### config.mk
export PLATFORM = sky130hd
export DESIGN_NAME = trimmed_ascii_field_extract_unit
export DESIGN_NICKNAME = d
export VERILOG_FILES = /design/src/rtl/core/tafe_pkg.sv /design/src/rtl/core/trimmed_ascii_field_extract_unit.sv
export SDC_FILE = /design/constraint.sdc
export NUM_CORES = 1
export LEC_CHECK = 0
export BUFFER_PORTS_ARGS = -buffer_cell sky130_fd_sc_hd__buf_4
export CAP_MARGIN = 25
export CORE_MARGIN = 10
export CORE_UTILIZATION = 49
export DETAILED_ROUTE_END_ITERATION = 12
export GPL_ROUTABILITY_DRIVEN = 0
export PLACE_DENSITY = 0.7
export REMOVE_ABC_BUFFERS = 1
export SYNTH_ARGS = -nofsm -noshare
export SYNTH_HDL_FRONTEND = slang
export SYNTH_SLANG_ARGS = --single-unit
### constraint.sdc
create_clock -name aclk -period 3.35 [get_ports aclk]
set_input_delay 0.67 -clock aclk [delete_from_list [all_inputs] [get_ports aclk]]
set_output_delay 0.67 -clock aclk [all_outputs]
set_load 0.005 [all_outputs]
### src/rtl/core/tafe_pkg.sv
// ----------------------------------------------------------------------------
// tafe_pkg
// Shared types and constants of the trimmed ascii field extract unit.
// ----------------------------------------------------------------------------
package tafe_pkg;

    // input transaction payload
    typedef struct packed {
        logic [7:0] in_byte;
        logic       end_of_payload;
    } tafe_in_t;

    // result transaction payload
    typedef struct packed {
        logic [6:0] out_char;
        logic       char_valid;
        logic       field_done;
        logic [5:0] field_length;
    } tafe_out_t;

    // configuration register indexes
    localparam logic [1:0] REG_FIELD_START = 2'd0;
    localparam logic [1:0] REG_FIELD_END   = 2'd1;
    localparam logic [1:0] REG_DEST_SIZE   = 2'd2;

    // register reset values
    localparam logic [7:0] FIELD_START_RST = 8'd0;
    localparam logic [7:0] FIELD_END_RST   = 8'd29;
    localparam logic [6:0] DEST_SIZE_RST   = 7'd32;

    // character codes and limits
    localparam logic [7:0] CHAR_NUL   = 8'h00;
    localparam logic [7:0] CHAR_SPACE = 8'h20;
    localparam logic [7:0] CHAR_DEL   = 8'h7F;
    localparam logic [6:0] MAX_EMIT   = 7'd63;
    localparam logic [5:0] PEND_MAX   = 6'd63;
    localparam logic [7:0] POS_MAX    = 8'd255;

endpackage

### src/rtl/core/trimmed_ascii_field_extract_unit.sv
// ----------------------------------------------------------------------------
// trimmed_ascii_field_extract_unit
// Extracts a trimmed printable field from a byte stream, one character per
// result transaction, followed by a closing transaction with the length.
// ----------------------------------------------------------------------------
// An input transaction is accepted in the idle state and, while the field is
// open, then evaluated; one that causes no result returns to idle, and one that
// only closes the field goes on to the close state. A visible character then
// passes through the space flush, which emits the pending spaces one at a
// time, and then emits its own character, followed by the close when it also
// closes the field. Once the output limit is reached the remaining pending
// spaces are dropped all at once. Each cycle that loads the output register
// waits while that register still holds a result that has not been accepted.
// The pace is set by the single output register, which carries one result per
// cycle while the receiver takes them, and by the small sequencer that walks
// the pending space count down one space at a time. s_ready is low while an
// item is in work. The configuration port is always ready.
module trimmed_ascii_field_extract_unit #(
    parameter int SCRATCH_DEPTH = 64
) (
    input  logic                aclk,
    input  logic                aresetn,
    input  logic                s_valid,
    output logic                s_ready,
    input  tafe_pkg::tafe_in_t  s_data,
    output logic                m_valid,
    input  logic                m_ready,
    output tafe_pkg::tafe_out_t m_data,
    input  logic                cfg_valid,
    output logic                cfg_ready,
    input  logic [1:0]          cfg_index,
    input  logic [7:0]          cfg_data
);
    import tafe_pkg::*;

    localparam int KW = (SCRATCH_DEPTH > 2) ? $clog2(SCRATCH_DEPTH) : 1;
    localparam logic [KW-1:0] KEPT_MAX = KW'(SCRATCH_DEPTH - 1);

    typedef enum logic [2:0] {
        ST_IDLE,
        ST_EVAL,
        ST_FLUSH,
        ST_CHAR,
        ST_DONE
    } state_t;

    state_t     state_reg, state_next;
    logic [7:0] field_start_reg, field_end_reg;
    logic [6:0] dest_size_reg;

    logic [7:0]    position_reg, position_next;
    logic [KW-1:0] kept_reg, kept_next;
    logic [5:0]    pend_reg, pend_next;
    logic          started_reg, started_next;
    logic [5:0]    emitted_reg, emitted_next;
    logic          finished_reg, finished_next;

    logic [7:0] byte_reg, byte_next;
    logic       eop_reg, eop_next;
    logic       close_reg, close_next;

    logic       m_valid_reg, m_valid_next;
    tafe_out_t  m_data_reg, m_data_next;

    logic       out_free;
    logic [6:0] lim_raw, lim;
    logic       room;
    logic       in_field, printable;

    assign s_ready   = (state_reg == ST_IDLE);
    assign cfg_ready = 1'b1;
    assign m_valid   = m_valid_reg;
    assign m_data    = m_data_reg;

    // output register slot is free this cycle
    assign out_free = !m_valid_reg || m_ready;

    // emit limit: dest_size - 1 (0 for a size of 0), capped at 63
    assign lim_raw = (dest_size_reg == 7'd0) ? 7'd0 : dest_size_reg - 7'd1;
    assign lim     = (lim_raw > MAX_EMIT) ? MAX_EMIT : lim_raw;
    assign room    = ({1'b0, emitted_reg} < lim);

    // classification of the held byte
    assign in_field  = (position_reg >= field_start_reg) && (position_reg <= field_end_reg)
                       && (kept_reg < KEPT_MAX);
    assign printable = (byte_reg >= CHAR_SPACE) && (byte_reg < CHAR_DEL);

    // sequencer next state
    always_comb begin
        state_next    = state_reg;
        position_next = position_reg;
        kept_next     = kept_reg;
        pend_next     = pend_reg;
        started_next  = started_reg;
        emitted_next  = emitted_reg;
        finished_next = finished_reg;
        byte_next     = byte_reg;
        eop_next      = eop_reg;
        close_next    = close_reg;
        m_valid_next  = m_valid_reg && !m_ready;
        m_data_next   = m_data_reg;

        case (state_reg)
            ST_IDLE: begin
                if (s_valid) begin
                    byte_next = s_data.in_byte;
                    eop_next  = s_data.end_of_payload;
                    if (finished_reg) begin
                        // field already closed: only re-arm on end of payload
                        if (s_data.end_of_payload) begin
                            position_next = 8'd0;
                            kept_next     = '0;
                            pend_next     = 6'd0;
                            started_next  = 1'b0;
                            emitted_next  = 6'd0;
                            finished_next = 1'b0;
                        end
                    end else begin
                        state_next = ST_EVAL;
                    end
                end
            end
            ST_EVAL: begin
                close_next = (position_reg >= field_end_reg) || eop_reg;
                state_next = close_next ? ST_DONE : ST_IDLE;
                if (in_field) begin
                    if (byte_reg == CHAR_NUL) begin
                        close_next = 1'b1;
                        state_next = ST_DONE;
                    end else if (printable) begin
                        kept_next = kept_reg + KW'(1);
                        if (kept_next == KEPT_MAX) begin
                            close_next = 1'b1;
                            state_next = ST_DONE;
                        end
                        if (byte_reg == CHAR_SPACE) begin
                            if (started_reg && (pend_reg < PEND_MAX)) begin
                                pend_next = pend_reg + 6'd1;
                            end
                        end else begin
                            state_next = ST_FLUSH;
                        end
                    end
                end
                if (position_reg < POS_MAX) begin
                    position_next = position_reg + 8'd1;
                end
            end
            ST_FLUSH: begin
                // one pending space per cycle while the output slot is free, dropped once the limit is hit
                if (pend_reg == 6'd0) begin
                    state_next = ST_CHAR;
                end else if (!room) begin
                    pend_next = 6'd0;
                end else if (out_free) begin
                    m_valid_next = 1'b1;
                    m_data_next  = '{out_char: CHAR_SPACE[6:0], char_valid: 1'b1,
                                     field_done: 1'b0, field_length: emitted_reg + 6'd1};
                    emitted_next = emitted_reg + 6'd1;
                    pend_next    = pend_reg - 6'd1;
                end
            end
            ST_CHAR: begin
                if (!room || out_free) begin
                    if (room) begin
                        m_valid_next = 1'b1;
                        m_data_next  = '{out_char: byte_reg[6:0], char_valid: 1'b1,
                                         field_done: 1'b0, field_length: emitted_reg + 6'd1};
                        emitted_next = emitted_reg + 6'd1;
                    end
                    started_next = 1'b1;
                    state_next   = close_reg ? ST_DONE : ST_IDLE;
                end
            end
            ST_DONE: begin
                if (out_free) begin
                    m_valid_next  = 1'b1;
                    m_data_next   = '{out_char: 7'd0, char_valid: 1'b0,
                                      field_done: 1'b1, field_length: emitted_reg};
                    finished_next = 1'b1;
                    state_next    = ST_IDLE;
                    if (eop_reg) begin
                        position_next = 8'd0;
                        kept_next     = '0;
                        pend_next     = 6'd0;
                        started_next  = 1'b0;
                        emitted_next  = 6'd0;
                        finished_next = 1'b0;
                    end
                end
            end
            default: begin
                state_next = ST_IDLE;
            end
        endcase
    end

    // state, counters, configuration and output register
    always_ff @(posedge aclk) begin
        if (!aresetn) begin
            state_reg       <= ST_IDLE;
            field_start_reg <= FIELD_START_RST;
            field_end_reg   <= FIELD_END_RST;
            dest_size_reg   <= DEST_SIZE_RST;
            position_reg    <= 8'd0;
            kept_reg        <= '0;
            pend_reg        <= 6'd0;
            started_reg     <= 1'b0;
            emitted_reg     <= 6'd0;
            finished_reg    <= 1'b0;
            m_valid_reg     <= 1'b0;
        end else begin
            state_reg    <= state_next;
            position_reg <= position_next;
            kept_reg     <= kept_next;
            pend_reg     <= pend_next;
            started_reg  <= started_next;
            emitted_reg  <= emitted_next;
            finished_reg <= finished_next;
            m_valid_reg  <= m_valid_next;
            if (cfg_valid) begin
                case (cfg_index)
                    REG_FIELD_START: field_start_reg <= cfg_data;
                    REG_FIELD_END:   field_end_reg   <= cfg_data;
                    REG_DEST_SIZE:   dest_size_reg   <= cfg_data[6:0];
                    default:         ;
                endcase
            end
        end
        byte_reg   <= byte_next;
        eop_reg    <= eop_next;
        close_reg  <= close_next;
        m_data_reg <= m_data_next;
    end

endmodule

==> reports/metrics.csv, run 1 <==
stage;metric;value;unit
outcome;status;complete, no violations;
timing;Slew HR;0.4122;
synth;Yosys reg bits;80;
timing;Max Transition Viols Final;0;
critical_path;critical path capture point type;flip-flop;
critical_path;Critical-path top delay cell;o31a_2;
critical_path;cell family with most CP delay;compound AO/OA/AOI/OAI gates;
clock_network;clock-pin slew on the worst setup and hold paths;0.09;ns
power_and_ir_drop;Reg power frac;0.394;
route;Final ANT Viol Nets;0;
critical_path;slowest stage delay, CP;0.41;ns
floorplanning;Starting Density;0.4984;
floorplanning;Rows;35;
timing;Tcrit/Tclk final;0.9298;
power_and_ir_drop;leakage;2.066;nW
floorplanning;core area;9153;um2
cells_and_area;most common cell after layout, fill and taps aside;dfxtp_1;
power_and_ir_drop;Int Power;0.001981;W
critical_path;critical path, cell by cell;inv_1 -> ha_1 -> xnor2_1 -> a21oi_1 -> nor2_1 -> ha_1 -> a211o_1 -> o31a_2 -> nor3_4 -> a21oi_1 -> nor2_1 -> buf_4;
route;overall routed net length;11.03;mm
synth;Mapped Cells;512;
synth;Syn Area/Cell;8.910;um2
global_routing;initial antenna violation count;0;
clock_network;CTS tree;done;
job;maxcap violations;0;
synth;sequential-to-total area share from yosys stat;0.4059;
cells_and_area;layout cells sized above 1;0.1625;
power_and_ir_drop;PD cells;635.6;nW/um2
power_and_ir_drop;sw frac;0.3966;
timing;RSZ-0062 raised after global routing;no;
cells_and_area;Final #Nets;603;
route;DRT Pass-1 Iters;4;
global_routing;vias in the first global route;3795;
clock_network;CTS root buf;clkbuf_8;
timing;final hold violation count;0;
critical_path;worst endpoint required time;3.40;ns
global_routing;global route overflow;0;
global_routing;global-route usage over all layers;0.1690;
timing;worst slew pin tran;0.8758;ns
clock_network;H-tree levels;3;
route;via density per instance;5.850;
synth;post-synthesis cell area;4562;um2
timing;Setup Skew;0.01042;ns
route;mean routed wirelength per cell;16.59;um
critical_path;Setup CP Type;reg -> reg;
floorplanning;Top Ports;42;
hold_path;worst min path class;reg -> reg;
cells_and_area;Area Growth Syn to Fin;13.22;%
synth;ys async rst share;0;
floorplanning;Die Ht;116.5;um
power_and_ir_drop;sw power;0.001302;W
clock_network;Clock Tree Buf Depth;2;
power_and_ir_drop;Peak VDD IR;0.2610;mV
timing;Final Setup Violations;0;
placement;Final HPWL DP;8.002;mm
power_and_ir_drop;Comb pwr share;0.409;
critical_path;CP bufs+invs;2;
route;DR vias;3890;
clock_network;clock sinks;80;
cells_and_area;commonest non-fill, non-tap cells in the layout;dfxtp_1, nor2_1, nand2_1, buf_4, a21oi_1;
power_and_ir_drop;Clock power frac;0.197;
clock_network;CTS buffer count;9;
cells_and_area;Ant. Diodes;0;
placement;PortBufs;40;
synth;synth warn;0;
timing;final setup TNS;0;ns
synth;Cell variety after synth;72;
clock_network;Worst-Skew Late Latency;0.36;ns
timing;Final Critical Period;3.115;ns
critical_path;R2R setup slack;0.24;ns
cells_and_area;max reg flops;15;
route;DRT iter0 DRCs;247;
critical_path;Critical Path Fanout Max;15;
critical_path;crit path launch type;flip-flop;
global_routing;first-pass GRT wire length;18.33;mm
global_routing;largest net degree at the start of global routing;29;
route;residual DRC count;0;
floorplanning;Die Width;116.5;um
synth;Post-synth EDFFs;25;
timing;fmax;321.1;MHz
synth;dominant synthesized flop cell;dfxtp_1;
cells_and_area;utilization after layout;0.5643;
critical_path;arrival time of the worst setup path;3.17;ns
floorplanning;die area;13570;um2
==> worst reg2reg max path, cell delays in order, from the launching register on <==
cell	delay, ns
dfxtp_1	0.37
inv_1	0.09
ha_1	0.29
xnor2_1	0.15
a21oi_1	0.12
nor2_1	0.06
ha_1	0.29
a211o_1	0.31
o31a_2	0.41
nor3_4	0.26
a21oi_1	0.12
nor2_1	0.11
buf_4	0.23
==> synth_stat cells, drive strengths merged (11+ instances only) <==
cell,count,area share
nand3,17,0.019
dfxtp,55,0.24
nand2,50,0.042
inv,30,0.025
edfxtp,25,0.16
nor2,53,0.045
and3,12,0.016
a21oi,40,0.046
clkbuf,16,0.013
xnor2,12,0.023
nor3,11,0.017
o21ai,20,0.022
ha,30,0.082
==> logic make-up (layout without fill, tap and decap cells) <==
logic type	Yosys count	count (layout)	synth area share
AOI/OAI and AO/OA	126	126	0.1942
xor gates and xnor gates	16	16	0.03072
adders and majority gates	30	30	0.08228
and+or+nand+nor	195	196	0.2189
buffers and inverters	55	96	0.04745
other	1	1	0.0008220
muxes	9	9	0.01975
DFF	80	80	0.4059
==> metrics by stage <==
step,total power (W),cell area (um2),hold WS (ns),instances,setup WS (ns)
4_1_cts,0.003223,5111,0.4720,660,0.1318
5_1_grt,0.003502,5165,0.4694,665,0.009641
2_1_floorplan,0.002151,4462,0.4363,488,0.05001
3_5_place_dp,0.002573,4938,0.4599,644,0.1328
3_3_place_gp,0.002537,4938,0.4460,644,0.2006
6_report,0.003283,5165,0.4709,665,0.2353
==> repair_timing <==
item / in CTS / in global routing
hold buffers: 0 / 0
setup buffers: 0 / 4
resized for setup: 0 / 6
endpoints found under the setup margin: 0 / 5
==> power groups by stage <==
stage,Sequential [W],Clock (W),Combinational [W]
after floorplan,0.00130,0,0.000853
after global placement,0.00131,0,0.00123
after detailed placement,0.00131,0,0.00126
after CTS,0.00129,0.000663,0.00127
after global routing,0.00131,0.000705,0.00148
final,0.00129,0.000647,0.00134
==> layout make-up <==
class	count	area, um2
fillers	817	3988
multi-input cells	378	2517
flip-flops and latches	80	1852
repair buffers	49	367.9
clock buffers	11	142.6
well taps	111	138.9
inverters	31	116.4
clock inverters	5	30.03
==> layer usage <==
metal / track usage / up-vias / part of all wire
met1: 0.1989 / 1796 / 0.43
met3: 0.04314 / 27 / 0.070
met4: 0.08007 / 0 / 0.030
li1: - / 1930 / -
met5: 0 / - / 0
met2: 0.2817 / 137 / 0.47
==> worst paths after layout <==
kind                                    endpoint  cells past startpoint             start
worst max register to register         m_data[5]                     12  dest_size_reg[0]
worst min-delay path            field_end_reg[7]                      2  field_end_reg[7]
worst min register to register  field_end_reg[7]                      2  field_end_reg[7]
worst max-delay path                   m_data[5]                     12  dest_size_reg[0]
(Power assumes the default switching activity.)
==> run 2, diff against run 1 <==
Settings changed: CORE_UTILIZATION 49 to 54, CTS_CLUSTER_SIZE set to 10, PLACE_DENSITY 0.7 to 0.76.
==> run 2 against run 1 <==
Count of clock-buffer cells in the layout is 1 lower. Flip-flop and latch count stayed put. Core utilization is 5.9 points higher. Critical path type unchanged. Design area is 0.85% lower.
==> reports/metrics.csv, run 2 (synthesis gave the netlist of run 1 again) <==
stage;metric;value;unit
outcome;status;complete, no violations;
critical_path;crit path launch type;flip-flop;
floorplanning;Top Ports;42;
timing;Tcrit/Tclk final;0.9498;
power_and_ir_drop;PD cells;629.0;nW/um2
critical_path;launch point of the worst reg-to-reg path;dest_size_reg[0];
route;DRT Pass-1 Iters;4;
cells_and_area;Area Growth Syn to Fin;12.26;%
floorplanning;Die Ht;111.9;um
route;overall routed net length;10.75;mm
cells_and_area;Ant. Diodes;0;
timing;worst slew pin tran;0.8555;ns
floorplanning;die area;12520;um2
clock_network;Worst-Skew Late Latency;0.36;ns
route;via density per instance;5.950;
hold_path;worst min path class;reg -> reg;
clock_network;Clock Tree Buf Depth;2;
placement;PortBufs;40;
timing;Slew HR;0.4258;
clock_network;Hold Buf Count CTS;0;
floorplanning;Starting Density;0.5552;
timing;Setup Skew;0.009411;ns
power_and_ir_drop;Peak VDD IR;0.2669;mV
critical_path;critical path capture point type;flip-flop;
job;maxcap violations;0;
global_routing;first-pass GRT wire length;17.33;mm
timing;Max Transition Viols Final;0;
global_routing;vias in the first global route;3692;
clock_network;clock-pin slew on the worst setup and hold paths;0.09;ns
critical_path;critical path, cell by cell;or3_1 -> nor3_2 -> xnor2_1 -> nand3_1 -> a21oi_1 -> a21o_1 -> ha_1 -> nor2b_2 -> or3_1 -> nor2_4 -> buf_4 -> a21o_1 -> a2111oi_2 -> a211oi_1;
critical_path;Critical Path Fanout Max;5;
hold_path;HP Start;field_end_reg[5];
global_routing;initial antenna violation count;0;
route;residual DRC count;0;
timing;final hold violation count;0;
route;Final ANT Viol Nets;0;
clock_network;CTS tree;done;
critical_path;Setup CP Type;reg -> reg;
route;DRT iter0 DRCs;203;
floorplanning;core area;8217;um2
cells_and_area;Final #Nets;599;
timing;final setup TNS;0;ns
timing;fmax;314.3;MHz
critical_path;CP startpoint;dest_size_reg[0];
clock_network;H-tree levels;3;
global_routing;global-route usage over all layers;0.1636;
clock_network;clock sinks;80;
cells_and_area;most common cell after layout, fill and taps aside;dfxtp_1;
clock_network;CTS root buf;clkbuf_8;
cells_and_area;Fillers;718;
cells_and_area;final instance area;5121;um2
critical_path;Critical-path top delay cell;or3_1;
route;mean routed wirelength per cell;16.41;um
cells_and_area;max reg flops;15;
placement;Final HPWL DP;8.008;mm
power_and_ir_drop;leakage;2.040;nW
critical_path;cell family with most CP delay;simple AND/OR/NAND/NOR gates;
critical_path;CP bufs+invs;1;
route;DR vias;3897;
global_routing;largest net degree at the start of global routing;29;
critical_path;slowest stage delay, CP;0.44;ns
cells_and_area;layout cells sized above 1;0.1527;
critical_path;arrival time of the worst setup path;3.47;ns
placement;placed instance area;4916;um2
floorplanning;Rows;33;
clock_network;CTS buffer count;9;
timing;Final Setup Violations;0;
global_routing;global route overflow;0;
floorplanning;Die Width;111.9;um
critical_path;worst endpoint required time;3.63;ns
cells_and_area;commonest non-fill, non-tap cells in the layout;dfxtp_1, nor2_1, nand2_1;
timing;Final Critical Period;3.182;ns
==> run 2: worst reg2reg max path, delay by kind of cell, from the launching register on <==
| family | cells | cell delay, ns |
|---|---|---|
| AOI/OAI and AO/OA | 5 | 0.75 |
| and+or+nand+nor | 6 | 1.48 |
| xor gates and xnor gates | 1 | 0.17 |
| adders and majority gates | 1 | 0.23 |
| buffers and inverters | 1 | 0.13 |
| DFF | 1 | 0.35 |
==> run 2: power breakdown <==
part           switching, W  internal [W]  leakage, nW
Combinational      0.000776      0.000488         1.28
Sequential         0.000137       0.00117        0.676
Clock              0.000373      0.000273       0.0875
==> run 2: layout make-up <==
type | count | area, um2 | area share
multi-input cells | 377 | 2506 | 0.4894
well taps | 105 | 131.4 | 0.02565
flip-flops and latches | 80 | 1852 | 0.3616
inverters | 31 | 116.4 | 0.02272
repair buffers | 46 | 345.3 | 0.06743
clock inverters | 6 | 42.54 | 0.008307
clock buffers | 10 | 127.6 | 0.02492
==> run 2: timing repair <==
| action | in CTS | in global routing |
|---|---|---|
| setup buffers | 0 | 3 |
| gates resized for setup | 0 | 4 |
| setup endpoints to repair | 0 | 6 |
==> run 2: routing by layer <==
metal | track usage | routed length (um) | vias to the layer above
met5 | 0 | 0 | -
met4 | 0.07284 | 278 | 0
met3 | 0.03221 | 600 | 23
met2 | 0.2758 | 5103 | 121
met1 | 0.1967 | 4766 | 1828
li1 | - | - | 1925
==> run 2: worst paths after layout <==
path | to | slack (ns) | cells after the start
setup / recovery | pend_reg[4] | 0.17 | 14
setup reg to reg | pend_reg[4] | 0.17 | 14
hold / removal | field_end_reg[5] | 0.46 | 2
hold reg to reg | field_end_reg[5] | 0.46 | 2
==> run 2: metrics by stage <==
step | setup WS [ns] | hold WS, ns | std cells | power [W] | util
3_5_place_dp | 0.09926 | 0.4502 | 636 | 0.002546 | 0.5983
3_3_place_gp | 0.1985 | 0.4456 | 636 | 0.002513 | 0.5983
4_1_cts | 0.07168 | 0.4620 | 652 | 0.003183 | 0.6190
5_1_grt | -0.001468 | 0.4787 | 655 | 0.003415 | 0.6233
6_report | 0.1681 | 0.4618 | 655 | 0.003221 | 0.6233
2_1_floorplan | 0.05001 | 0.4363 | 488 | 0.002151 | -
